[src/rtl/rcavg_pkg.sv]
// ----------------------------------------------------------------------------
// rcavg_pkg
// Shared types, constants and the channel mapping table for the radio-control
// channel averaging and remapping core.
// ----------------------------------------------------------------------------
package rcavg_pkg;

    // field widths
    localparam int PULSE_W   = 16;
    localparam int CTL_W     = 8;
    localparam int NUM_IN    = 7;
    localparam int NUM_CTL   = 7;
    localparam int CTL_IDX_W = 3;
    localparam int ROW_W     = 4;
    localparam int SLEW_W    = 8;
    localparam int MAP_W     = 4;
    localparam int NUM_ROWS  = 14;

    // reset values and scaling constants
    localparam int RESET_SAMPLE = 625;
    localparam int SCALE_MUL    = 13;
    localparam int ROUND_ADD    = 32768;
    localparam int ROUND_SHIFT  = 16;
    localparam logic [CTL_W-1:0] CTL_MAX = 8'hFF;
    localparam logic [CTL_W-1:0] NEUTRAL = 8'd128;

    // register index, taken from paddr[2]
    localparam logic [0:0] REG_TXRX_ROW   = 1'b0;
    localparam logic [0:0] REG_SLEW_LIMIT = 1'b1;

    // configuration seen by the back end
    typedef struct packed {
        logic [ROW_W-1:0]  txrx_row;
        logic [SLEW_W-1:0] slew_limit;
    } cfg_t;

    // receiver channel feeding each control, one row per radio type
    localparam logic [MAP_W-1:0] CHAN_MAP [NUM_ROWS][NUM_CTL] = '{
        '{4'd2, 4'd0, 4'd1, 4'd3, 4'd4, 4'd5, 4'd6},
        '{4'd1, 4'd0, 4'd3, 4'd2, 4'd4, 4'd5, 4'd6},
        '{4'd4, 4'd2, 4'd1, 4'd0, 4'd5, 4'd3, 4'd6},
        '{4'd0, 4'd1, 4'd2, 4'd3, 4'd4, 4'd5, 4'd6},
        '{4'd6, 4'd0, 4'd3, 4'd5, 4'd2, 4'd4, 4'd1},
        '{4'd5, 4'd0, 4'd3, 4'd6, 4'd2, 4'd1, 4'd4},
        '{4'd5, 4'd0, 4'd3, 4'd6, 4'd2, 4'd1, 4'd4},
        '{4'd4, 4'd0, 4'd3, 4'd5, 4'd2, 4'd1, 4'd6},
        '{4'd2, 4'd0, 4'd1, 4'd3, 4'd4, 4'd6, 4'd5},
        '{4'd0, 4'd1, 4'd2, 4'd3, 4'd4, 4'd5, 4'd6},
        '{4'd0, 4'd1, 4'd2, 4'd3, 4'd4, 4'd5, 4'd6},
        '{4'd4, 4'd0, 4'd2, 4'd3, 4'd1, 4'd5, 4'd6},
        '{4'd2, 4'd0, 4'd1, 4'd3, 4'd4, 4'd5, 4'd6},
        '{4'd2, 4'd0, 4'd1, 4'd3, 4'd4, 4'd5, 4'd6}
    };

    // source channel for a control; rows past the table use the custom row
    function automatic logic [MAP_W-1:0] map_src(input logic [ROW_W-1:0] row,
                                                 input logic [CTL_IDX_W-1:0] k);
        logic [ROW_W-1:0] r;
        r = (row < ROW_W'(NUM_ROWS)) ? row : ROW_W'(NUM_ROWS - 1);
        return CHAN_MAP[r][k];
    endfunction

endpackage

[src/rtl/rcavg_front.sv]
// ----------------------------------------------------------------------------
// rcavg_front
// Accepts a frame of pulse widths, updates the per-channel sample history and
// running sums, and queues the new sums for the back end.
// ----------------------------------------------------------------------------
module rcavg_front #(
    parameter int CHANNELS  = 7,
    parameter int AVG_DEPTH = 4,
    parameter int SUM_W     = 18
) (
    input  logic                                           aclk,
    input  logic                                           aresetn,
    input  logic                                           s_tvalid,
    output logic                                           s_tready,
    input  logic [rcavg_pkg::NUM_IN-1:0][rcavg_pkg::PULSE_W-1:0] pulse,
    input  logic                                           q_full,
    output logic                                           q_push,
    output logic [CHANNELS-1:0][SUM_W-1:0]                 q_sums
);
    import rcavg_pkg::*;

    localparam int HEAD_W = $clog2(AVG_DEPTH);
    localparam logic [SUM_W-1:0] RESET_SUM = SUM_W'(RESET_SAMPLE * AVG_DEPTH);

    logic [PULSE_W-1:0]             hist_reg [AVG_DEPTH][CHANNELS];
    logic [CHANNELS-1:0][SUM_W-1:0] sum_reg;
    logic [CHANNELS-1:0][SUM_W-1:0] sum_next;
    logic [CHANNELS-1:0][PULSE_W-1:0] sample;
    logic [HEAD_W-1:0]              head_reg;
    logic                           filled_reg;
    logic                           accept;
    logic                           head_wrap;

    // channels beyond the input fields sample zero
    for (genvar c = 0; c < CHANNELS; c++) begin : g_sample
        if (c < NUM_IN) begin : g_in
            assign sample[c] = pulse[c];
        end else begin : g_zero
            assign sample[c] = '0;
        end
    end

    // drop the oldest sample, add the new one; unwritten slots read as reset
    always_comb begin
        for (int c = 0; c < CHANNELS; c++) begin
            sum_next[c] = sum_reg[c]
                        - (filled_reg ? SUM_W'(hist_reg[head_reg][c]) : SUM_W'(RESET_SAMPLE))
                        + SUM_W'(sample[c]);
        end
    end

    assign s_tready  = !q_full;
    assign accept    = s_tvalid && s_tready;
    assign head_wrap = (head_reg == HEAD_W'(AVG_DEPTH - 1));
    assign q_push    = accept;
    assign q_sums    = sum_next;

    // control state and running sums
    always_ff @(posedge aclk) begin
        if (!aresetn) begin
            head_reg   <= '0;
            filled_reg <= 1'b0;
            for (int c = 0; c < CHANNELS; c++) begin
                sum_reg[c] <= RESET_SUM;
            end
        end else if (accept) begin
            sum_reg  <= sum_next;
            head_reg <= head_wrap ? '0 : head_reg + HEAD_W'(1);
            if (head_wrap) begin
                filled_reg <= 1'b1;
            end
        end
    end

    // sample history, one slot per frame
    always_ff @(posedge aclk) begin
        if (accept) begin
            for (int c = 0; c < CHANNELS; c++) begin
                hist_reg[head_reg][c] <= sample[c];
            end
        end
    end

endmodule

[src/rtl/rcavg_fifo.sv]
// ----------------------------------------------------------------------------
// rcavg_fifo
// Short queue of channel sums between the front end and the back end.
// ----------------------------------------------------------------------------
module rcavg_fifo #(
    parameter int WIDTH = 126,
    parameter int DEPTH = 2
) (
    input  logic             aclk,
    input  logic             aresetn,
    input  logic             push,
    input  logic [WIDTH-1:0] push_data,
    output logic             full,
    input  logic             pop,
    output logic             valid,
    output logic [WIDTH-1:0] head_data
);
    localparam int PTR_W = (DEPTH > 1) ? $clog2(DEPTH) : 1;
    localparam int CNT_W = $clog2(DEPTH + 1);

    logic [WIDTH-1:0] slot_reg [DEPTH];
    logic [PTR_W-1:0] wr_ptr_reg;
    logic [PTR_W-1:0] rd_ptr_reg;
    logic [CNT_W-1:0] count_reg;

    assign full      = (count_reg == CNT_W'(DEPTH));
    assign valid     = (count_reg != '0);
    assign head_data = slot_reg[rd_ptr_reg];

    // pointers and fill level
    always_ff @(posedge aclk) begin
        if (!aresetn) begin
            wr_ptr_reg <= '0;
            rd_ptr_reg <= '0;
            count_reg  <= '0;
        end else begin
            if (push) begin
                wr_ptr_reg <= (wr_ptr_reg == PTR_W'(DEPTH - 1)) ? '0 : wr_ptr_reg + PTR_W'(1);
            end
            if (pop) begin
                rd_ptr_reg <= (rd_ptr_reg == PTR_W'(DEPTH - 1)) ? '0 : rd_ptr_reg + PTR_W'(1);
            end
            if (push && !pop) begin
                count_reg <= count_reg + CNT_W'(1);
            end else if (pop && !push) begin
                count_reg <= count_reg - CNT_W'(1);
            end
        end
    end

    // storage
    always_ff @(posedge aclk) begin
        if (push) begin
            slot_reg[wr_ptr_reg] <= push_data;
        end
    end

    // queue never overruns or underruns
    a_no_overrun: assert property (@(posedge aclk) disable iff (!aresetn)
        push |-> !full)
        else $error("word pushed into a full queue");

    a_no_underrun: assert property (@(posedge aclk) disable iff (!aresetn)
        pop |-> valid)
        else $error("word popped from an empty queue");

endmodule

[src/rtl/rcavg_back.sv]
// ----------------------------------------------------------------------------
// rcavg_back
// Scales the remapped channel sums one control per cycle through a shared
// multiplier, saturates them, slew-limits the throttle and holds the result.
// ----------------------------------------------------------------------------
module rcavg_back #(
    parameter int CHANNELS   = 7,
    parameter int SUM_W      = 18,
    parameter int FULL_SCALE = 255
) (
    input  logic                                         aclk,
    input  logic                                         aresetn,
    input  rcavg_pkg::cfg_t                              cfg,
    input  logic                                         q_valid,
    input  logic [CHANNELS-1:0][SUM_W-1:0]               q_sums,
    output logic                                         q_pop,
    output logic                                         m_tvalid,
    input  logic                                         m_tready,
    output logic [rcavg_pkg::NUM_CTL*rcavg_pkg::CTL_W-1:0] m_tdata
);
    import rcavg_pkg::*;

    localparam int SCALE_K = FULL_SCALE * SCALE_MUL;
    localparam int SCALE_W = $clog2(SCALE_K + 1);
    localparam int PROD_W  = SUM_W + SCALE_W;
    localparam int RND_W   = PROD_W + 1;

    typedef enum logic [1:0] {ST_IDLE, ST_RUN, ST_DONE} state_t;

    state_t                          state_reg;
    logic [CTL_IDX_W-1:0]            k_reg;
    logic [CTL_IDX_W-1:0]            idx_reg;
    logic                            mv_reg;
    logic [PROD_W-1:0]               prod_reg;
    logic [CTL_W-1:0]                ctl_reg [NUM_CTL];
    logic                            m_tvalid_reg;
    logic [NUM_CTL-1:0][CTL_W-1:0]   m_tdata_reg;
    logic [CTL_W-1:0]                last_thr_reg;

    logic [MAP_W-1:0]                src;
    logic [SUM_W-1:0]                sel_sum;
    logic [PROD_W-1:0]               prod_next;
    logic [RND_W-1:0]                rnd;
    logic [RND_W-1:0]                shifted;
    logic [CTL_W-1:0]                sat_val;
    logic [NUM_CTL-1:0][CTL_W-1:0]   ctl_now;
    logic [NUM_CTL-1:0][CTL_W-1:0]   out_vec;
    logic [CTL_W-1:0]                lim;
    logic [CTL_W-1:0]                lo;
    logic [CTL_W:0]                  hi;
    logic [CTL_W-1:0]                thr;
    logic                            issue;
    logic                            last_k;
    logic                            out_free;
    logic                            emit;

    // pick the mapped channel sum; unmapped controls see zero
    always_comb begin
        src     = map_src(cfg.txrx_row, k_reg);
        sel_sum = '0;
        for (int c = 0; c < CHANNELS; c++) begin
            if (src == MAP_W'(c)) begin
                sel_sum = q_sums[c];
            end
        end
        prod_next = PROD_W'(sel_sum) * PROD_W'(SCALE_K);
    end

    // round, shift and saturate the registered product
    always_comb begin
        rnd     = RND_W'(prod_reg) + RND_W'(ROUND_ADD);
        shifted = rnd >> ROUND_SHIFT;
        sat_val = (shifted > RND_W'(CTL_MAX)) ? CTL_MAX : shifted[CTL_W-1:0];
    end

    // controls as of this cycle, with the product still in flight
    always_comb begin
        for (int i = 0; i < NUM_CTL; i++) begin
            ctl_now[i] = (mv_reg && idx_reg == CTL_IDX_W'(i)) ? sat_val : ctl_reg[i];
        end
    end

    // throttle slew limit against the previous output
    always_comb begin
        lim = cfg.slew_limit;
        lo  = (last_thr_reg > lim) ? last_thr_reg - lim : '0;
        hi  = {1'b0, last_thr_reg} + {1'b0, lim};
        thr = ctl_now[0];
        if (lim != '0) begin
            if (ctl_now[0] < lo) begin
                thr = lo;
            end else if ({1'b0, ctl_now[0]} > hi) begin
                thr = hi[CTL_W-1:0];
            end
        end
        out_vec    = ctl_now;
        out_vec[0] = thr;
    end

    assign issue    = (state_reg == ST_RUN);
    assign last_k   = (k_reg == CTL_IDX_W'(NUM_CTL - 1));
    assign q_pop    = issue && last_k;
    assign out_free = !m_tvalid_reg || m_tready;
    assign emit     = (state_reg == ST_DONE) && out_free;
    assign m_tvalid = m_tvalid_reg;
    assign m_tdata  = m_tdata_reg;

    // sequencer, multiply stage and output register
    always_ff @(posedge aclk) begin
        if (!aresetn) begin
            state_reg    <= ST_IDLE;
            k_reg        <= '0;
            mv_reg       <= 1'b0;
            m_tvalid_reg <= 1'b0;
            last_thr_reg <= NEUTRAL;
        end else begin
            mv_reg <= issue;
            if (issue) begin
                prod_reg <= prod_next;
                idx_reg  <= k_reg;
            end
            if (mv_reg) begin
                ctl_reg[idx_reg] <= sat_val;
            end
            if (emit) begin
                m_tdata_reg  <= out_vec;
                m_tvalid_reg <= 1'b1;
                last_thr_reg <= thr;
            end else if (m_tready) begin
                m_tvalid_reg <= 1'b0;
            end
            case (state_reg)
                ST_IDLE: begin
                    if (q_valid) begin
                        state_reg <= ST_RUN;
                        k_reg     <= '0;
                    end
                end
                ST_RUN: begin
                    if (last_k) begin
                        state_reg <= ST_DONE;
                    end else begin
                        k_reg <= k_reg + CTL_IDX_W'(1);
                    end
                end
                ST_DONE: begin
                    if (emit) begin
                        k_reg     <= '0;
                        state_reg <= q_valid ? ST_RUN : ST_IDLE;
                    end
                end
                default: begin
                    state_reg <= ST_IDLE;
                end
            endcase
        end
    end

    // the frame being scaled stays at the queue head until its last control
    a_run_has_data: assert property (@(posedge aclk) disable iff (!aresetn)
        (state_reg == ST_RUN) |-> q_valid)
        else $error("scaling without a queued frame");

    a_pop_to_done: assert property (@(posedge aclk) disable iff (!aresetn)
        q_pop |=> (state_reg == ST_DONE))
        else $error("frame popped without finishing");

    a_last_thr: assert property (@(posedge aclk) disable iff (!aresetn)
        emit |=> (last_thr_reg == m_tdata_reg[0]))
        else $error("stored throttle differs from sent throttle");

endmodule

[src/rtl/rc_channel_average_remap_core.sv]
// ----------------------------------------------------------------------------
// rc_channel_average_remap_core
// Four-frame moving average of seven receiver pulse widths, remapped into the
// internal control order, scaled to bytes and throttle slew-limited.
//
//   channel   direction  word
//   s_        in         seven 16-bit pulse widths, one frame
//   m_        out        seven 8-bit controls, one per frame
//   apb       in/out     txrx_row at 0x0, slew_limit at 0x4
//
// The front end takes a frame whenever the two-entry queue has room. The
// back end scales one control per cycle on a single multiplier. Reset is
// synchronous and clears the sums, the queue and the output valid; history
// slots read as the reset sample until rewritten. A stalled output holds
// the back end; the front end keeps accepting until the queue is full.
// ----------------------------------------------------------------------------
module rc_channel_average_remap_core #(
    parameter int CHANNELS   = 7,
    parameter int AVG_DEPTH  = 4,
    parameter int FULL_SCALE = 255
) (
    input  logic        aclk,
    input  logic        aresetn,
    // pulse_ch0 .. pulse_ch6, 16 bits each, pulse_ch0 lowest
    input  logic [111:0] s_tdata,
    input  logic        s_tvalid,
    output logic        s_tready,
    // ctl_throttle, ctl_aileron, ctl_elevator, ctl_rudder, ctl_gear,
    // ctl_aux1, ctl_aux2, 8 bits each, ctl_throttle lowest
    output logic [55:0] m_tdata,
    output logic        m_tvalid,
    input  logic        m_tready,
    input  logic        psel,
    input  logic        penable,
    input  logic        pwrite,
    input  logic [2:0]  paddr,
    input  logic [31:0] pwdata,
    output logic [31:0] prdata,
    output logic        pready
);
    import rcavg_pkg::*;

    localparam int SUM_W = PULSE_W + $clog2(AVG_DEPTH);

    logic [ROW_W-1:0]               row_reg;
    logic [SLEW_W-1:0]              slew_reg;
    cfg_t                           cfg;
    logic                           cfg_wr;
    logic                           q_full;
    logic                           q_push;
    logic                           q_pop;
    logic                           q_valid;
    logic [CHANNELS-1:0][SUM_W-1:0] q_in;
    logic [CHANNELS-1:0][SUM_W-1:0] q_head;

    // register port
    assign pready = 1'b1;
    assign cfg_wr = psel && penable && pwrite && pready;

    always_ff @(posedge aclk) begin
        if (!aresetn) begin
            row_reg  <= '0;
            slew_reg <= '0;
        end else if (cfg_wr) begin
            case (paddr[2:2])
                REG_TXRX_ROW:   row_reg  <= pwdata[ROW_W-1:0];
                REG_SLEW_LIMIT: slew_reg <= pwdata[SLEW_W-1:0];
                default: begin
                end
            endcase
        end
    end

    // register readback
    always_comb begin
        case (paddr[2:2])
            REG_TXRX_ROW:   prdata = 32'(row_reg);
            REG_SLEW_LIMIT: prdata = 32'(slew_reg);
            default:        prdata = '0;
        endcase
    end

    assign cfg.txrx_row   = row_reg;
    assign cfg.slew_limit = slew_reg;

    // history and sums
    rcavg_front #(
        .CHANNELS  (CHANNELS),
        .AVG_DEPTH (AVG_DEPTH),
        .SUM_W     (SUM_W)
    ) u_front (
        .aclk     (aclk),
        .aresetn  (aresetn),
        .s_tvalid (s_tvalid),
        .s_tready (s_tready),
        .pulse    (s_tdata),
        .q_full   (q_full),
        .q_push   (q_push),
        .q_sums   (q_in)
    );

    // sums queue
    rcavg_fifo #(
        .WIDTH (CHANNELS * SUM_W),
        .DEPTH (2)
    ) u_fifo (
        .aclk      (aclk),
        .aresetn   (aresetn),
        .push      (q_push),
        .push_data (q_in),
        .full      (q_full),
        .pop       (q_pop),
        .valid     (q_valid),
        .head_data (q_head)
    );

    // scaling, slew limit and output
    rcavg_back #(
        .CHANNELS   (CHANNELS),
        .SUM_W      (SUM_W),
        .FULL_SCALE (FULL_SCALE)
    ) u_back (
        .aclk     (aclk),
        .aresetn  (aresetn),
        .cfg      (cfg),
        .q_valid  (q_valid),
        .q_sums   (q_head),
        .q_pop    (q_pop),
        .m_tvalid (m_tvalid),
        .m_tready (m_tready),
        .m_tdata  (m_tdata)
    );

endmodule
[config.mk]
export PLATFORM = sky130hd
export DESIGN_NAME = rc_channel_average_remap_core
export DESIGN_NICKNAME = d
export VERILOG_FILES = /design/src/rtl/rcavg_pkg.sv /design/src/rtl/rcavg_front.sv /design/src/rtl/rcavg_fifo.sv /design/src/rtl/rcavg_back.sv /design/src/rtl/rc_channel_average_remap_core.sv
export SDC_FILE = /design/constraint.sdc
export NUM_CORES = 2
export LEC_CHECK = 0
export BUFFER_PORTS_ARGS = -buffer_cell sky130_fd_sc_hd__buf_4
export CORE_ASPECT_RATIO = 1.25
export CORE_MARGIN = 4
export CORE_UTILIZATION = 62
export DETAILED_ROUTE_END_ITERATION = 8
export GPL_TIMING_DRIVEN = 0
export PLACE_DENSITY_LB_ADDON = 0.1
export REMOVE_ABC_BUFFERS = 1
export SLEW_MARGIN = 20
export SYNTH_ARGS = -nofsm -noshare
export SYNTH_HDL_FRONTEND = slang
export SYNTH_SLANG_ARGS = --single-unit
export TNS_END_PERCENT = 30
[constraint.sdc]
create_clock -name aclk -period 11.7 [get_ports aclk]
set_clock_uncertainty 0.15 [all_clocks]
set_input_delay 2.34 -clock aclk [delete_from_list [all_inputs] [get_ports aclk]]
set_output_delay 2.34 -clock aclk [all_outputs]
set_load 0.02 [all_outputs]
# After elaboration in Yosys (flattened, before gate mapping)
# Memory sizes are Yosys's and may differ from the RTL's. A register that Yosys moved wholly into a read port is not among the register bits.
# Index checks and enable logic that the tools add are counted.
[totals]
regBits = 201
latch_bits = 0
ramBits = 756
mem_bits_ro = 448
in_bits = 154
memories = 4
[mem_list]
columns = ["name", "words", "width", "read_ports", "rd_ports_with_merged_regs", "write_ports", "line", "source"]
rows = [
  ["(name not given)", 16, 28, 1, 0, 0, "rcavg_pkg.sv:60", "return CHAN_MAP[r][k];"],
  ["u_front.hist_reg", 4, 112, 1, 1, 1, "rcavg_front.sv:25", "logic [PULSE_W-1:0] hist_reg [AVG_DEPTH][CHANNELS];"],
  ["u_fifo.slot_reg", 2, 126, 1, 1, 1, "rcavg_fifo.sv:21", "logic [WIDTH-1:0] slot_reg [DEPTH];"],
  ["u_back.ctl_reg", 7, 8, 7, 6, 1, "rcavg_back.sv:35", "logic [CTL_W-1:0] ctl_reg [NUM_CTL];"],
]
[classes]
add_sub_neg = 23
mul = 1
div = 0
order_cmp = 7
eq_ne = 15
n_shift = 0
muxes = 52
bitwise_logic = 3
n_reduce_logical = 28
[op_table]
columns = ["operator", "n"]
rows = [
  ["18-bit by 16-bit adder with 18-bit output", 7],
  ["18-bit two-way mux", 7],
  ["18-bit subtractor", 7],
  ["16-bit two-way mux", 7],
  ["32-bit case mux with 2 select lines", 1],
  ["28-bit two-way mux", 2],
  ["8-bit two-way mux", 6],
  ["30-bit by 16-bit adder with 31-bit output (second input constant)", 1],
  ["18-bit by 12-bit multiplier with 30-bit output (second input constant)", 1],
  ["2-bit two-way mux", 8],
  ["15-bit by 8-bit > comparator with 1-bit output (second input constant)", 1],
  ["4-bit binary-select mux with 3-bit select", 1],
  ["4-bit by 3-bit == test with 1-bit output (second input constant)", 3],
  ["1-bit two-way mux", 12],
  ["4-bit two-way mux", 3],
  ["2-bit AND reduction", 5],
  ["8-bit by 8-bit adder with 9-bit output", 1],
  ["8-bit by 9-bit > comparator with 1-bit output", 1],
  ["3-bit two-way mux", 3],
  ["3-bit case mux with 3 select lines", 1],
  ["4-bit by 2-bit == test with 1-bit output (second input constant)", 2],
  ["8-bit > comparator", 1],
  ["1-bit logical AND", 8],
  ["8-bit less-than comparator", 1],
  ["28 further kinds", 39],
]

# Depth between registers and ports, before layout
[depth]
depth_word = 18
mapped_depth = 38

# Hierarchy
# Synthesis repeated with hierarchy kept, for this count alone.
[hier_totals]
cells_unflattened = 4227
area_unflattened_um2 = 53164.7
[modules_own_cells]
columns = ["mod", "n_inst", "cells_per_inst", "area_per_inst_um2", "seq_area_each_um2"]
rows = [
  ["rcavg_front", 1, 2438, 30450.5, 16075.4],
  ["rcavg_back", 1, 1290, 12472.0, 4204.0],
  ["rcavg_fifo", 1, 414, 9462.8, 7667.4],
  ["rc_channel_average_remap_core", 1, 85, 779.5, 240.2],
]

# Worst setup path before layout
# No wires, ideal clock.
[synth_timing]
path_type = "in2reg"
from = "in s_tvalid"
to = "mem u_fifo.slot_reg[0][0] (enable)"
t_arrival_ps = 8062
required_ps = 10937
path_slack_ps = 2875
stages = 4
path_buffers = 2
cell_sequence = "nand2_1 clkbuf_1 clkbuf_1 nor2_1"
[synth_between]
elab_chain_len = 3
[synth_rtl]
columns = ["item", "line", "source"]
rows = [
  ["start, declared", "rc_channel_average_remap_core.sv:26", "input logic s_tvalid,"],
  ["1-bit logical AND", "rcavg_front.sv:53", "assign accept = s_tvalid && s_tready;"],
  ["1-bit two-way mux", "rcavg_fifo.sv:53", "if (push) begin"],
  ["1-bit two-way mux (implied by the code)", "rcavg_fifo.sv:54", "slot_reg[wr_ptr_reg] <= push_data;"],
  ["end, declared", "rcavg_fifo.sv:21", ""],
]
# Every way passes these cells.

# Final worst setup path
[layout_timing]
from = "reg row_reg[3]"
to = "reg u_back.prod_reg[29], data pin"
[layout_between]
elab_chain_len = 18
elab_cells_between_ends = 24
classes_between = "mul: 1; order compare: 1; eq/ne: 6; mux: 13; bitwise: 1; reduce/logical: 1; memory: 1"
[layout_rtl]
columns = ["item", "line", "source"]
rows = [
  ["start, declared", "rc_channel_average_remap_core.sv:45", "logic [ROW_W-1:0] row_reg;"],
  ["start signal, assigned", "rc_channel_average_remap_core.sv:66", "REG_TXRX_ROW: row_reg <= pwdata[ROW_W-1:0];"],
  ["4-bit less-than comparator", "rcavg_pkg.sv:59", "r = (row < ROW_W'(NUM_ROWS)) ? row : ROW_W'(NUM_ROWS - 1);"],
  ["4-bit two-way mux (*)", "rcavg_pkg.sv:59", ""],
  ["4-bit inverter with 5-bit output (implied by the code) (*)", "rcavg_pkg.sv:60", ""],
  ["memory 16 x 28 bit (*)", "--", ""],
  ["28-bit two-way mux (implied by the code) (*) (2 in series)", "rcavg_pkg.sv:60", ""],
  ["4-bit binary-select mux with 3-bit select (*)", "rcavg_pkg.sv:60", ""],
  ["4-bit two-way mux (implied by the code) (*) (2 in series)", "rcavg_pkg.sv:60", ""],
  ["4-bit zero test", "rcavg_back.sv:62", "if (src == MAP_W'(c)) begin"],
  ["18-bit two-way mux (6 in series)", "rcavg_back.sv:62", ""],
  ["18-bit two-way mux (*)", "rcavg_back.sv:62", ""],
  ["18-bit by 12-bit multiplier with 30-bit output (*)", "rcavg_back.sv:66", "prod_next = PROD_W'(sel_sum) * PROD_W'(SCALE_K);"],
  ["via u_back.prod_next[29]", "rcavg_back.sv:42", "logic [PROD_W-1:0] prod_next;"],
  ["end signal, assigned", "rcavg_back.sv:119", "prod_reg <= prod_next;"],
  ["end, declared", "rcavg_back.sv:34", "logic [PROD_W-1:0] prod_reg;"],
]
# The timed path passes the listed nets; every way through them passes the cells marked *. The select of a mux whose other input is x is not followed.
# A chain may end at the register's enable or synchronous reset.

==> results.cfg <==
[die]
pin_count = 245
die_w_um = 265
dieArea_sq_um = 87000
coreArea_sq_um = 81500
rows = 117
die_h_um = 329
initial_core_util_pct = 62.6

[hold_path]
hold_path_class = flip-flop to flip-flop
holdPathStages = 2

[synthesis]
ys_warn_count = 0
ys.flop_type = edfxtp_1
ys_seq_area_share_pct = 55.2
synth_edf_count = 830
synthTopCellsByArea = edfxtp_1 49%, fa_1 7.4%, dfxtp_1 6.4%, ha_1 6.3%, mux4_2 6.3%
synth_most_common_cell = edfxtp_1
synth.avg_cell_area_sq_um = 12.9
yosys.area.top_type_share_pct = 48.8
yosys.area.top_type = edfxtp_1
ys_types = 90
ys_seq_elements = 993
synthCells = 3950
yosys-top-cells-count = 830 x edfxtp_1, 538 x inv_1, 266 x nand2_1
syn_area_sq_um = 51000
async_flop_share_pct = 0

[setup_path]
endpoint_kind = flip-flop
path_class = flip-flop to flip-flop
reg2reg_depth = 32
worstPathMaxFanout = 27
cpMaxStageDelayCell = nor2_2
arrival_ns = 10.71
startpoint_type = flip-flop
critPathRequiredTime_ns = 12.02
critPathMaxStageDelay_ns = 0.87

[routing]
drt-total-wl_um = 112000
drtAntennaViolNets = 0
drc = 0
drt_iter0_drc = 2314
routed_via_density = 5.75
vias = 30586
firstDrtPassIters = 7
wl_per_cell_um = 21.0

[timing]
finalCriticalPeriod_ns = 10.38
slew_headroom_pct = 23.7
finalHoldViolations = 0
timing.final.ws_setup_ns = 1.32
rsz0062_at_grt = no
report.final.slew_viol_count = 0
max_slew.worst_pin.slew_ns = 1.14
period_share_pct = 88.8
finalSetupTns_ns = 0
finalSetupViolations = 0
max_freq_mhz = 96.3

[clock_tree]
clkLatencyLatePin_ns = 0.67
root_buffer = clkbuf_16
tritoncts = yes
hold_buffers = 0
postCtsSetupBuffers = 0
numCtsBuffers = 96
cts_resized = 0
cts.sinks = 993
cts-htree-levels = 3
ctsLongestPathBuffers = 3
path_clk_slew_ns = 0.06

[global_route]
grt_usage_pct = 26.0
grt_max_degree = 97
antenna_found_initial = 10
grt_pass1_vias = 31728
overflow = 0
grt_pass1_wl_um = 177000

[layout]
final_util_pct = 70.4
drive_gt1_share_pct = 14.0
area_delta_synth_final_pct = 12.5
largest_reg_flops = 448
nets = 4755

[placement]
gp_congestion = 0.839
io_buffer_count = 193
hpwl_um = 78000
pre_cts_ws_ns = 1.34

[job]
drv_cap = 0

[outcome]
outcome = finished clean
-- layer usage --
metal  GRT usage, %  vias to the layer above  share of wire [%]  wire length, um
li1               -                    14336                  -                -
met1           33.3                    15257                 40            44500
met5              0                        -              0.048               54
met2           45.9                      793                 52            57600
met3           3.49                      192                5.2             5820
met4           8.93                        8                3.1             3510
-- logic make-up (layout without fill, tap and decap cells) --
kind of cell	Yosys count	count (layout)	synth area share, %
DFF	993	993	55.2
and+or+nand+nor	842	842	7.87
buffers and inverters	700	966	5.40
AOI/OAI and AO/OA	586	586	7.13
adders and majority gates	446	446	13.7
muxes	226	226	7.97
xor gates and xnor gates	155	155	2.66
other	2	31	0.0147
-- layout make-up --
class | count | area (sq um)
repair buffers | 245 | 2410
diodes | 6 | 15.0
multi-input cells | 2280 | 20300
well taps | 1071 | 1340
flip-flops and latches | 993 | 28200
inverters | 539 | 2040
fillers | 5673 | 24100
clock inverters | 54 | 503
clock buffers | 128 | 2620
-- path summary, 6_finish.rpt --
check | slack, ns | from | end
max | 1.32 | row_reg[3]$_SDFFE_PN0P_ | u_back.prod_reg[29]$_DFFE_PP_
min | 0.30 | u_front.sum_reg[121]$_SDFFE_PN0P_ | u_front.sum_reg[121]$_SDFFE_PN0P_
max reg2reg | 1.32 | row_reg[3]$_SDFFE_PN0P_ | u_back.prod_reg[29]$_DFFE_PP_
min reg2reg | 0.30 | u_front.sum_reg[121]$_SDFFE_PN0P_ | u_front.sum_reg[121]$_SDFFE_PN0P_
-- placed cells by master (no fill, tap or decap), types with 142 or more instances in the layout --
cell type,n
a21oi_1,249
inv_1,536
mux4_2,142
nand2_1,265
edfxtp_1,830
nor2_1,213
ha_1,257
fa_1,189
dfxtp_1,159
buf_4,200
-- per-stage QoR --
step	hold WS, ns	area, sq um	cells
final	0.304	57400	5316
after global routing	0.321	57400	5312
after CTS	0.305	57400	5310
after detailed placement	0.297	54300	5128
after global placement	0.293	53200	5076
after floorplan	0.286	50400	3812
-- critical path: cells and delay by family, from the launching register on --
family,cells,cell delay [ns]
AOI/OAI and AO/OA,14,3.12
xor gates and xnor gates,1,0.20
adders and majority gates,7,2.73
buffers and inverters,1,0.05
DFF,1,0.82
and+or+nand+nor,9,3.11
Power is not shown: default switching activity piles up to over one toggle a cycle in this logic, so the estimate is an artifact.
